[src/sktup_pkg.sv]
`default_nettype none
package sktup_pkg;

  // Default table depth
  localparam int CAPACITY_DEF = 32;

  // Fixed field widths
  localparam int KEY_W = 16;
  localparam int TAG_W = 64;
  localparam int DATE_W = 16;
  localparam int RC_W = 6;

  // Operation codes
  localparam logic [1:0] OP_UPSERT = 2'd0;
  localparam logic [1:0] OP_PURGE = 2'd1;
  localparam logic [1:0] OP_CLEAR = 2'd2;
  localparam logic [1:0] OP_DUMP = 2'd3;

  // Cell load modes
  localparam logic [1:0] CM_HOLD = 2'd0;
  localparam logic [1:0] CM_LOAD = 2'd1;
  localparam logic [1:0] CM_LEFT = 2'd2;
  localparam logic [1:0] CM_RIGHT = 2'd3;

  typedef struct packed {
    logic [KEY_W-1:0] key;
    logic [TAG_W-1:0] tag;
    logic [DATE_W-1:0] date;
  } entry_t;

  // Compare results reported by each cell
  typedef struct packed {
    logic lt;
    logic eq;
    logic hit;
  } cell_flags_t;

endpackage
`default_nettype wire

[src/sktup_cell.sv]
`default_nettype none
module sktup_cell
  import sktup_pkg::*;
(
  input  wire logic        clk,
  input  wire logic [1:0]  mode,
  input  wire logic        occ,
  input  wire entry_t      fresh,
  input  wire entry_t      probe,
  input  wire entry_t      left,
  input  wire entry_t      right,
  output entry_t           data,
  output cell_flags_t      flags
);

  // Compare the held entry against the probe word
  always_comb begin
    flags.lt = occ && (data.key < probe.key);
    flags.eq = occ && (data.key == probe.key);
    flags.hit = occ && (data.date == probe.date);
  end

  // Load, take from a neighbour, or hold
  always_ff @(posedge clk) begin
    case (mode)
      CM_LOAD: data <= fresh;
      CM_LEFT: data <= left;
      CM_RIGHT: data <= right;
      default: data <= data;
    endcase
  end

endmodule
`default_nettype wire

[config.mk]
export PLATFORM = sky130hd
export DESIGN_NAME = sktup_cell
export DESIGN_NICKNAME = d
export VERILOG_FILES = /design/src/sktup_pkg.sv /design/src/sktup_cell.sv
export SDC_FILE = /design/constraint.sdc
export NUM_CORES = 1
export LEC_CHECK = 0
export ABC_AREA = 1
export BUFFER_PORTS_ARGS = -buffer_cell sky130_fd_sc_hd__buf_2
export CORE_AREA = 2 2 190 192
export DETAILED_ROUTE_END_ITERATION = 12
export DIE_AREA = 0 0 192 194
export SETUP_SLACK_MARGIN = 0.2
export SLEW_MARGIN = 25
export SYNTH_ARGS = -nofsm -noshare
export SYNTH_HDL_FRONTEND = slang
export SYNTH_SLANG_ARGS = --single-unit
[constraint.sdc]
create_clock -name clk -period 5.7 [get_ports clk]
set_clock_uncertainty 0.1 [all_clocks]
set_input_delay 0.285 -clock clk [delete_from_list [all_inputs] [get_ports clk]]
set_output_delay 0.285 -clock clk [all_outputs]
set_load 0.05 [all_outputs]
# ---- Yosys cells after proc, flatten, opt, wreduce, memory -nomap -nowiden
# Cells that the tools add are included.
dict set report totals {
  wordCells 14
  inputBits 388
  ff_bits 96
}
dict set report classes {
  n_mux 1
  n_lt_le_gt_ge 1
  n_eq_ne 5
  n_reduce_logical 4
}
# cell count
set ops {}
lappend ops {{96-bit one-hot mux with 3 select lines} 1}
lappend ops {{16-bit == test} 2}
lappend ops {{16-bit < comparator} 1}
lappend ops {{2-bit == test (second input constant)} 2}
lappend ops {{1-bit logical AND} 3}
lappend ops {{3-bit nonzero test} 1}
lappend ops {{2-bit by 1-bit == test with 1-bit output (second input constant)} 1}

# ---- Logic depth before layout (Yosys ltp)
# Gate-level depths: netlist of the first run.
dict set report depth {
  ltp_word 2
  mapped_depth 10
  ltp_nobuf 10
}

# ---- Worst setup path after synthesis of the first run
# No wires, ideal clock.
dict set report synth_timing {
  path_type {reg-to-output}
  from {register data[91] in the netlist's numbering}
  to {output port flags[2] in the netlist's numbering}
  path_buffers 0
  stages_incl_launch_ff 6
  arrival_time_ns 2.118
  setup_slack_ns 3.197
  t_required_ns 5.315
  cell_sequence {edfxtp_1 ha_1 a21o_1 o21ai_0 nand2_1 a21oi_1}
}
# element line
set synth_rtl {}
lappend synth_rtl {{start, declared} sktup_cell.sv:12} ;# output entry_t data,
lappend synth_rtl {{start signal, assigned} sktup_cell.sv:26} ;# CM_LOAD: data <= fresh;
lappend synth_rtl {{start signal, assigned} sktup_cell.sv:27} ;# CM_LEFT: data <= left;
lappend synth_rtl {{start signal, assigned} sktup_cell.sv:28} ;# CM_RIGHT: data <= right;
lappend synth_rtl {{end, declared} sktup_cell.sv:13} ;# output cell_flags_t flags

# ---- Worst setup path after layout of the first run
dict set report layout_timing {
  from {input port mode[1]}
  to {register data[17] in the netlist's numbering (enable)}
}
dict set report layout_between {
  elab_chain_cells 2
  word_cells_on_any_way 4
}
# element line
set layout_rtl {}
lappend layout_rtl {{start, declared} sktup_cell.sv:6} ;# input wire logic [1:0] mode,
lappend layout_rtl {{2-bit == test / 2-bit by 1-bit == test with 1-bit output (equally long branches)} sktup_cell.sv:25} ;# case (mode)
lappend layout_rtl {{3-bit nonzero test (no line) *} n/a}
# Mark *: on every way between the ends. The rest lies on a longest branch, timed or not.
# A chain may end at the register's enable or synchronous reset.

==> implementation parameters, run 1 <==
Parameter                              Value

Global routing
  Wire length of the first global-routing pass    31.66 mm
  GRT Overall Usage    11.25%
  Number of global-route vias before repair    5886
  Maximum number of pins on one net before global-route repair    98
  Antenna violations before repair    1
  Global-route congestion overflow total    0

Clock network
  Post-cts gate resize count    0
  Clock-pin slew reported for the worst setup and hold paths after clock tree synthesis    0.08 ns
  Number of sinks driven by the clock tree    96
  Number of setup buffers added after CTS    0
  Number of buffers inserted for hold repair after clock tree synthesis    0
  Buffer depth of the longest clock path    2
  H-tree depth    3
  Clock tree from TritonCTS    built
  Number of CTS-inserted buffers    9
  Clk root buf    clkbuf_16

Worst setup path
  Setup crit start    mode[1]
  End of the critical path    data[17]
  Instance count on the critical path    4
  Data arrival time of the critical path    2.56 ns
  Cells traversed along the worst timing path    buf_4, buf_4, or2_4, buf_4
  Endpoint kind of the worst setup timing path    flip-flop
  Maximum net fanout on the critical path    97
  Slowest cell delay on critical path    0.73 ns
  Buffers and inverters on the worst path    3
  Crit-path leading delay family    buffers and inverters
  Worst setup path class    in -> reg
  Critical path's slowest cell    buf_4
  CP most frequent cell    buf_4
  Worst endpoint required time    between 5 and 6 ns
  Critical Path Source Type    primary input

Timing
  Final sum of negative setup slack    0 ns
  Final Critical Period    between 2 and 3 ns
  Relative max-transition margin    roughly 28%
  Highest attainable clock frequency    374.4 MHz
  Final-report hold violation count    0
  Slew at the pin closest to its max-slew limit    1.085 ns
  Fraction of the cycle the final worst path needs    a little under half
  RSZ-0062 raised after global routing    false
  Worst path setup slack after routing    3.029 ns
  Number of setup violations in the final report    0
  Final-report max-slew violation count    0

Job
  Reported max-cap violation count    0

Die
  Cell Rows    just under 70
  Total die area    37250 µm²
  Chip height    about 190 µm
  Die W    192 µm
  Core footprint    35220 µm²
  IO Pins    about 500
  Initial cell density of the core    between 15 and 20%

Yosys
  Area of the mapped netlist    roughly 5500 µm²
  Count of state elements after synthesis    96
  Post-synthesis net count    1066
  Number of cells produced by synthesis    662
  Sequential area share after synthesis    52.14%
  Average size of a mapped cell    approximately 8.4 µm²
  Ys Warns    0
  Count of unique library cells instantiated by Yosys    22

Placed design
  Total placed cells including tap cells    1508
  Final estimated routing congestion in global placement    0.9183
  Placed wire-length estimate after detailed placement    17.69 mm
  Worst slack at placement    2.516 ns
  Count of buffers inserted at the top-level ports    422

Finish
  Register bank with the most flops    data
  Antenna diode instance count    0
  Most common library cell in the layout ignoring fill and taps    buf_2
  Registers with the highest flip-flop counts    data: 96 flops
  Top library cells by usage in the layout, fill and taps aside    buf_2 (420), nand2_1 (236), nand3_1 (194)
  Cell Count, Final, Fillers Out    1523
  Max FFs per register    96
  Ratio of cells with drive above 1 in the final layout    41.90%
  P&R area growth vs syn    50.64%
  Net total in the final layout    approximately 1500

Power and ir drop
  IR drop worst, VDD    between 0.0001 and 0.00015 V
  Power Internal    about 0.0014 W
  Clock network fraction of total power    27.6%
  Switching share of power    37.37%
  Net Switching    ~0.00085 W
  Power share of the sequential group    40.5%
  Total power consumption of the routed design    0.002271 W
  Logic pwr share    31.8%
  Standby leakage power    between 4 and 5 nW
  Power per standard cell area    roughly 270 nW/µm²

Drt
  Wire length after detailed routing    21.85 mm
  DRC viols    0
  Average wire per standard cell    ~14 µm
  Via count    6168
  Average via count per standard cell    4.050
  Iteration-0 DRC count of the detailed router    361
  DRT Pass-1 Iters    5
  Number of antenna-violating nets in the routed design    0

Hold path
  Path category of the worst min-delay check    in -> reg
  Startpoint of the tightest hold check path    left[46]

Status
  Result of the run    finished clean
[logic make-up after synthesis]
| group | synth area share (%) |
|---|---|
| flip-flops | 52.14 |
| adder cells (fa/ha/maj) | 3.621 |
| XOR/XNOR | 0.7920 |
| AND/OR/NAND/NOR | 35.53 |
| AO/OA/AOI/OAI | 1.109 |
| buffers and inverters | 6.811 |
[cell type report]
type | count | area, µm²
well taps | 461 | 576.8
clock buffers | 9 | 225.2
inverters | 39 | 148.9
clock inverters | 6 | 68.82
repair buffers | 427 | 2155
multi-input cells | 485 | 2272
fillers | 3915 | 26890
flip-flops and latches | 96 | 2883
[per-layer routing]
metal	track usage, %	vias up	wire length [µm]
met1	12.89	2797	8662
li1	-	3027	-
met3	2.480	30	1649
met5	0	-	11
met4	4.241	2	517
met2	20.22	312	11010
[synthesized netlist by cell type]
master	number	area share [%]
a21o_1	2	0.27
a21oi_1	5	0.45
and3_1	1	0.11
buf_2	17	1.5
buf_4	3	0.41
buf_6	5	1.0
clkbuf_1	17	1.2
edfxtp_1	96	52
ha_1	16	3.6
inv_1	38	2.6
inv_4	1	0.11
nand2_1	236	16
nand3_1	194	18
nand3b_1	1	0.14
nand4_1	1	0.11
nor2_1	16	1.1
nor2_4	1	0.20
nor3_1	2	0.18
o21ai_0	3	0.27
o22ai_1	1	0.11
or2_2	1	0.11
xor2_1	5	0.79
[worst min-delay path by stage]
stage                     endpoint  slack, ns  cells after the start
after floorplan            data[0]       0.37                      2
after global placement    data[79]       0.46                      3
after detailed placement  data[79]       0.47                      3
after CTS                 data[24]       0.08                      3
after global routing      data[34]       0.08                      3
final                     data[46]       0.10                      3
[through the flow]
step           hold slack (ns)  utilization, %  cell area (µm²)
2_1_floorplan           0.3746               -             5529
3_3_place_gp            0.4646           22.81             8035
3_5_place_dp            0.4662           22.81             8035
4_1_cts                0.07669           23.65             8329
5_1_grt                0.08407           23.65             8329
6_report                0.1011           23.65             8329
[power groups by stage]
stage | sequential, W | clock [W] | combinational [W]
2_1_floorplan | 0.00123 | 0 | 0.000172
3_3_place_gp | 0.000936 | 0 | 0.000725
5_1_grt | 0.000930 | 0.000684 | 0.000776
3_5_place_dp | 0.000937 | 0 | 0.000731
6_report | 0.000920 | 0.000628 | 0.000723
4_1_cts | 0.000923 | 0.000658 | 0.000731
No activity file was read; power rests on OpenSTA's default activity.
==> run 2: changes to the inputs <==
- CORE_AREA: 2 2 190 192 -> 2 2 189 191
- DIE_AREA: 0 0 192 194 -> 0 0 191 193
- clock period: 5.7 -> 2.47 ns (I/O delays scaled with it)
==> implementation parameters, run 2 (synthesized netlist as in run 1, its figures left out) <==
Parameter                              Value

Timing
  Highest attainable clock frequency    between 400 and 500 MHz
  Fraction of the cycle the final worst path needs    86.76%
  Final-report max-slew violation count    0 (unchanged)
  Final Critical Period    2.143 ns
  Number of setup violations in the final report    0 (unchanged)
  Final sum of negative setup slack    0 ns (unchanged)
  Slew at the pin closest to its max-slew limit    0.6348 ns (-0.4502 ns)
  Final-report hold violation count    0 (unchanged)
  Relative max-transition margin    57.68% (+30 points)
  RSZ-0062 raised after global routing    false

Worst setup path
  Maximum net fanout on the critical path    2 (-98%)
  Worst endpoint required time    2.25 ns (-3.34 ns)
  Endpoint kind of the worst setup timing path    output port
  Worst setup path class    reg -> out
  Critical Path Source Type    flip-flop
  Data arrival time of the critical path    1.92 ns (-0.64 ns)

Clock network
  H-tree depth    3 (unchanged)
  Clock tree from TritonCTS    built
  Clk root buf    clkbuf_16
  Number of CTS-inserted buffers    9 (unchanged)
  Buffer depth of the longest clock path    2 (unchanged)
  Number of setup buffers added after CTS    0 (unchanged)
  Number of sinks driven by the clock tree    96 (unchanged)
  Clock-pin slew reported for the worst setup and hold paths after clock tree synthesis    0.08 ns (about the same)

Global routing
  Antenna violations before repair    3 (+2)
  Global-route congestion overflow total    0 (unchanged)
  Number of global-route vias before repair    6681 (+14%)
  GRT Overall Usage    12.85% (+1.6 points)
  Wire length of the first global-routing pass    35.81 mm (+13%)
  Maximum number of pins on one net before global-route repair    97 (-1.0%)

Placed design
  Placed wire-length estimate after detailed placement    18.40 mm (+4.0%)
  Final estimated routing congestion in global placement    0.8838 (-3.8%)
  Total placed cells including tap cells    1512 (+0.27%)
  Count of buffers inserted at the top-level ports    422 (unchanged)

Finish
  Top library cells by usage in the layout, fill and taps aside    buf_2 (420), nand2_1 (236), nand3_1 (194)
  Max FFs per register    96 (unchanged)
  Registers with the highest flip-flop counts    data: 96 flops
  Net total in the final layout    1632 (+12%)
  Cell Count, Final, Fillers Out    1696 (+11%)
  Register bank with the most flops    data
  Ratio of cells with drive above 1 in the final layout    36.50% (-5.4 points)
  Most common library cell in the layout ignoring fill and taps    buf_2
  P&R area growth vs syn    82.62%
  Layout filler cell count    3751 (-4.2%)

Power and ir drop
  Power share of the sequential group    37.2% (-3.3 points)
  IR drop worst, VDD    0.0003569 V (+180%)
  Clock network fraction of total power    27.5% (about the same)
  Power per standard cell area    560.4 nW/µm² (+110%)
  Net Switching    0.002030 W (+140%)
  Switching share of power    35.87% (-1.5 points)
  Standby leakage power    4.952 nW (+19%)
  Power Internal    0.003629 W (+160%)
  Logic pwr share    35.2% (+3.4 points)

Drt
  Average via count per standard cell    4.149 (+2.4%)
  Average wire per standard cell    15.10 µm (+5.3%)
  DRC viols    0 (unchanged)
  Number of antenna-violating nets in the routed design    0 (unchanged)
  DRT Pass-1 Iters    5 (unchanged)
  Iteration-0 DRC count of the detailed router    500 (+39%)
  Via count    7036 (+14%)
  Wire length after detailed routing    25.61 mm (+17%)

Die
  Total die area    36860 µm² (-1.0%)
  IO Pins    487 (unchanged)
  Core footprint    34960 µm² (-0.74%)
  Die W    191 µm (-0.52%)
  Cell Rows    69 (unchanged)
  Initial cell density of the core    15.81% (+0.12 points)
  Chip height    193 µm (-0.52%)

Job
  Reported max-cap violation count    0 (unchanged)

Hold path
  Path category of the worst min-delay check    in -> reg

Status
  Result of the run    finished clean
-- run 2: changes by cell type in the layout (fill, tap and decap cells not counted), sizes merged --
cell,before,now
dlygate4sd3,0,166
diode,0,2
bufinv,1,2
clkinv,2,3
clkinvlp,1,0
buf,427,431
-- run 2: routing by layer --
| layer | global-route usage, % | wire, µm | vias to the layer above |
|---|---|---|---|
| li1 | - | - | 3373 |
| met1 | 15.43 | 10490 | 3264 |
| met2 | 21.73 | 12550 | 350 |
| met3 | 3.204 | 1839 | 47 |
| met4 | 5.754 | 721 | 2 |
| met5 | 0 | 13 | - |
-- run 2: area by class of cell --
type	count	area, µm²	area share (%)
diodes	2	5.005	0.04957
clock buffers	9	225.2	2.230
clock inverters	7	93.84	0.9294
inverters	39	148.9	1.475
multi-input cells	485	2281	22.59
flip-flops and latches	96	2883	28.55
well taps	461	576.8	5.713
repair buffers	597	3884	38.46
-- run 2: stage by stage --
stage / power, W / worst slack [ns] / instance area [µm²] / hold WS [ns] / utilization [%]
2_1_floorplan: 0.003225 / 0.2935 / 5533 / 0.2131 / -
3_3_place_gp: 0.003841 / 0.6519 / 8107 / 0.3029 / 23.18
3_5_place_dp: 0.003859 / 0.6510 / 8107 / 0.3027 / 23.18
4_1_cts: 0.005736 / 0.2340 / 10090 / 0.0004596 / 28.85
5_1_grt: 0.005921 / 0.2121 / 10100 / 0.01773 / 28.88
6_report: 0.005659 / 0.3270 / 10100 / 0.002309 / 28.88
-- run 2: path summary, 6_finish.rpt --
kind  startpoint        to  slack [ns]  cells after the start
max     data[93]  flags[2]        0.33                      7
min     left[48]  data[48]       0.002                      3
-- run 2: power groups by stage --
stage	registers (W)	clock network, W	logic, W
floorplan	0.00283	0	0.000398
global placement	0.00214	0	0.00171
detailed placement	0.00215	0	0.00171
CTS	0.00211	0.00164	0.00199
global route	0.00213	0.00167	0.00212
finish	0.00211	0.00156	0.00199
-- run 2: critical path, stage by stage (launching register included) --
cell      delay (ns)
edfxtp_1        0.40
ha_1            0.30
a21oi_1         0.26
nor2_1          0.07
nor2_1          0.08
nand2_1         0.07
a21oi_2         0.11
buf_2           0.27
-- run 2: timing repair --
action | CTS | global route
hold buffers | 166 | 0
gates resized for setup | 0 | 1
hold endpoints to repair | 85 | 0
endpoints found under the setup margin | 0 | 1
==> run 3: changes to the inputs <==
- CORE_AREA: 2 2 189 191 -> 2 2 188 190
- CTS_BUF_LIST: unset -> sky130_fd_sc_hd__clkbuf_2 sky130_fd_sc_hd__clkbuf_4 sky130_fd_sc_hd__clkbuf_8
- DIE_AREA: 0 0 191 193 -> 0 0 190 192
- clock period: 2.47 -> 2.7 ns (I/O delays scaled with it)
==> implementation parameters, run 3 (synthesized netlist as in run 1, its figures left out) <==
Parameter                              Value

Clock network
  Number of setup buffers added after CTS    0 (unchanged)
  Number of sinks driven by the clock tree    96 (unchanged)
  Clock tree from TritonCTS    built
  Buffer depth of the longest clock path    2 (unchanged)
  Clk root buf    clkbuf_8
  Post-cts gate resize count    0 (unchanged)
  Number of CTS-inserted buffers    9 (unchanged)
  H-tree depth    3 (unchanged)
  Clock-pin slew reported for the worst setup and hold paths after clock tree synthesis    0.10 ns (+0.02 ns)

Drt
  Iteration-0 DRC count of the detailed router    270 (-46%)
  Wire length after detailed routing    24.01 mm (-6.3%)
  Average via count per standard cell    4.150 (about the same)
  Average wire per standard cell    14.05 µm (-7.0%)
  DRC viols    0 (unchanged)
  Number of antenna-violating nets in the routed design    0 (unchanged)
  DRT Pass-1 Iters    5 (unchanged)
  Via count    7092 (+0.80%)

Hold path
  Path category of the worst min-delay check    in -> reg

Power and ir drop
  Switching share of power    36.68% (+0.80 points)
  Power per standard cell area    474.5 nW/µm² (-15%)
  Logic pwr share    37.9% (+2.7 points)
  Standby leakage power    4.984 nW (+0.63%)
  Power share of the sequential group    40.0% (+2.8 points)
  Total power consumption of the routed design    0.004825 W (-15%)
  Net Switching    0.001770 W (-13%)
  IR drop worst, VDD    0.0002021 V (-43%)
  Clock network fraction of total power    22.1% (-5.4 points)
  Power Internal    0.003056 W (-16%)

Die
  Total die area    36480 µm² (-1.0%)
  Initial cell density of the core    16.13% (+0.31 points)
  Cell Rows    68 (-1.4%)
  Die W    190 µm (-0.52%)
  Chip height    192 µm (-0.52%)
  IO Pins    487 (unchanged)
  Core footprint    34290 µm² (-1.9%)

Finish
  P&R area growth vs syn    83.93%
  Max FFs per register    96 (unchanged)
  Cell area after layout    10170 µm² (+0.72%)
  Ratio of cells with drive above 1 in the final layout    35.59% (-0.90 points)
  Cell Count, Final, Fillers Out    1709 (+0.77%)
  Net total in the final layout    1652 (+1.2%)
  Top library cells by usage in the layout, fill and taps aside    buf_2 (420), nand2_1 (236), nand3_1 (194)
  Most common library cell in the layout ignoring fill and taps    buf_2
  Layout filler cell count    3614 (-3.7%)
  Registers with the highest flip-flop counts    data: 96 flops
  Register bank with the most flops    data

Placed design
  Count of buffers inserted at the top-level ports    422 (unchanged)
  Total placed cells including tap cells    1503 (-0.60%)
  Cell Area, Placed    8060 µm² (-0.57%)
  Placed wire-length estimate after detailed placement    17.00 mm (-7.6%)
  Worst slack at placement    0.8742 ns (+0.2233 ns)
  Final estimated routing congestion in global placement    0.8418 (-4.8%)

Global routing
  GR Util met3    3.070% (-0.13 points)
  Most Crowded Layer GR    met2
  Number of global-route vias before repair    7208 (+7.9%)
  Maximum number of pins on one net before global-route repair    97 (unchanged)
  GRT Overall Usage    12.65% (-0.20 points)
  Global-route congestion overflow total    0 (unchanged)
  Wire length of the first global-routing pass    35.60 mm (-0.58%)
  Met2 track demand over resource in global routing    23.33% (+1.6 points)
  Met1 Usage GRT    13.41% (-2.0 points)
  Antenna violations before repair    1 (-2)

Worst setup path
  Cells traversed along the worst timing path    ha_1, a21o_1, o21ai_0, nand2_1, a21oi_1, buf_2
  Worst setup path class    reg -> out
  Data arrival time of the critical path    1.99 ns (+0.07 ns)
  Worst endpoint required time    2.47 ns (+0.22 ns)
  Critical Path Source Type    flip-flop
  Maximum net fanout on the critical path    3 (+1)
  Slowest cell delay on critical path    0.40 ns (about the same)
  End of the critical path    flags[2]
  Setup crit start    data[91]
  Critical path's slowest cell    edfxtp_1
  Endpoint kind of the worst setup timing path    output port

Timing
  Worst path setup slack after routing    0.4715 ns (+0.1445 ns)
  Final-report max-slew violation count    0 (unchanged)
  Relative max-transition margin    55.87% (-1.8 points)
  RSZ-0062 raised after global routing    false
  Final Critical Period    2.229 ns
  Number of setup violations in the final report    0 (unchanged)
  Fraction of the cycle the final worst path needs    82.54%
  Highest attainable clock frequency    448.7 MHz
  Final sum of negative setup slack    0 ns (unchanged)
  Slew at the pin closest to its max-slew limit    0.6620 ns (+0.02719 ns)
  Final-report hold violation count    0 (unchanged)

Status
  Result of the run    finished clean

Job
  Reported max-cap violation count    0 (unchanged)
[run 3: area by class of cell]
class | instances | area (µm²) | share of cell area [%]
sequential | 96 | 2883 | 28.35
timing repair buffer | 617 | 4079 | 40.11
clock buffer | 10 | 131.4 | 1.292
antenna | 1 | 2.502 | 0.02461
clock inverter | 6 | 83.83 | 0.8243
multi-input combinational | 485 | 2272 | 22.34
tap | 455 | 569.3 | 5.598
inverter | 39 | 148.9 | 1.464
[run 3: repair_timing]
action                                 in CTS  in global routing
setup endpoints to repair                   0                  0
hold buffers                              189                  0
endpoints found under the hold margin      95                  0
[run 3: worst max-delay path: cells and delay by family, from the launching register on]
kind                       cells  cell delay [ns]
and+or+nand+nor                1             0.07
DFF                            1             0.40
AOI/OAI and AO/OA              3             0.53
adders and majority gates      1             0.32
buffers and inverters          1             0.30
[run 3: stage by stage]
stage / util, % / hold WS, ns
after floorplan: - / 0.2246
after global placement: 23.51 / 0.3145
after detailed placement: 23.51 / 0.3180
after CTS: 29.65 / 0.002349
after global routing: 29.66 / 0.02488
final: 29.66 / 0.06468
[run 3: worst min-delay path by stage]
| stage | startpoint | endpoint | cells after the start |
|---|---|---|---|
| final | left[13] | data[13] | 3 |
| after floorplan | left[0] | data[0] | 2 |
| after detailed placement | left[57] | data[57] | 3 |
| after global placement | left[79] | data[79] | 3 |
| after global routing | left[91] | data[91] | 3 |
| after CTS | left[91] | data[91] | 3 |
[run 3: per-layer routing]
| metal | routed length [µm] | part of all wire [%] |
|---|---|---|
| met1 | 8908 | 37 |
| met2 | 12390 | 52 |
| met3 | 1966 | 8.2 |
| met4 | 740 | 3.1 |
| met5 | 0 | 0 |
[run 3: power groups by stage]
stage	logic, W	clock network, W	registers, W
5_1_grt	0.00196	0.00118	0.00195
4_1_cts	0.00183	0.00114	0.00193
2_1_floorplan	0.000363	0	0.00259
3_3_place_gp	0.00154	0	0.00196
6_report	0.00183	0.00107	0.00193
3_5_place_dp	0.00155	0	0.00197
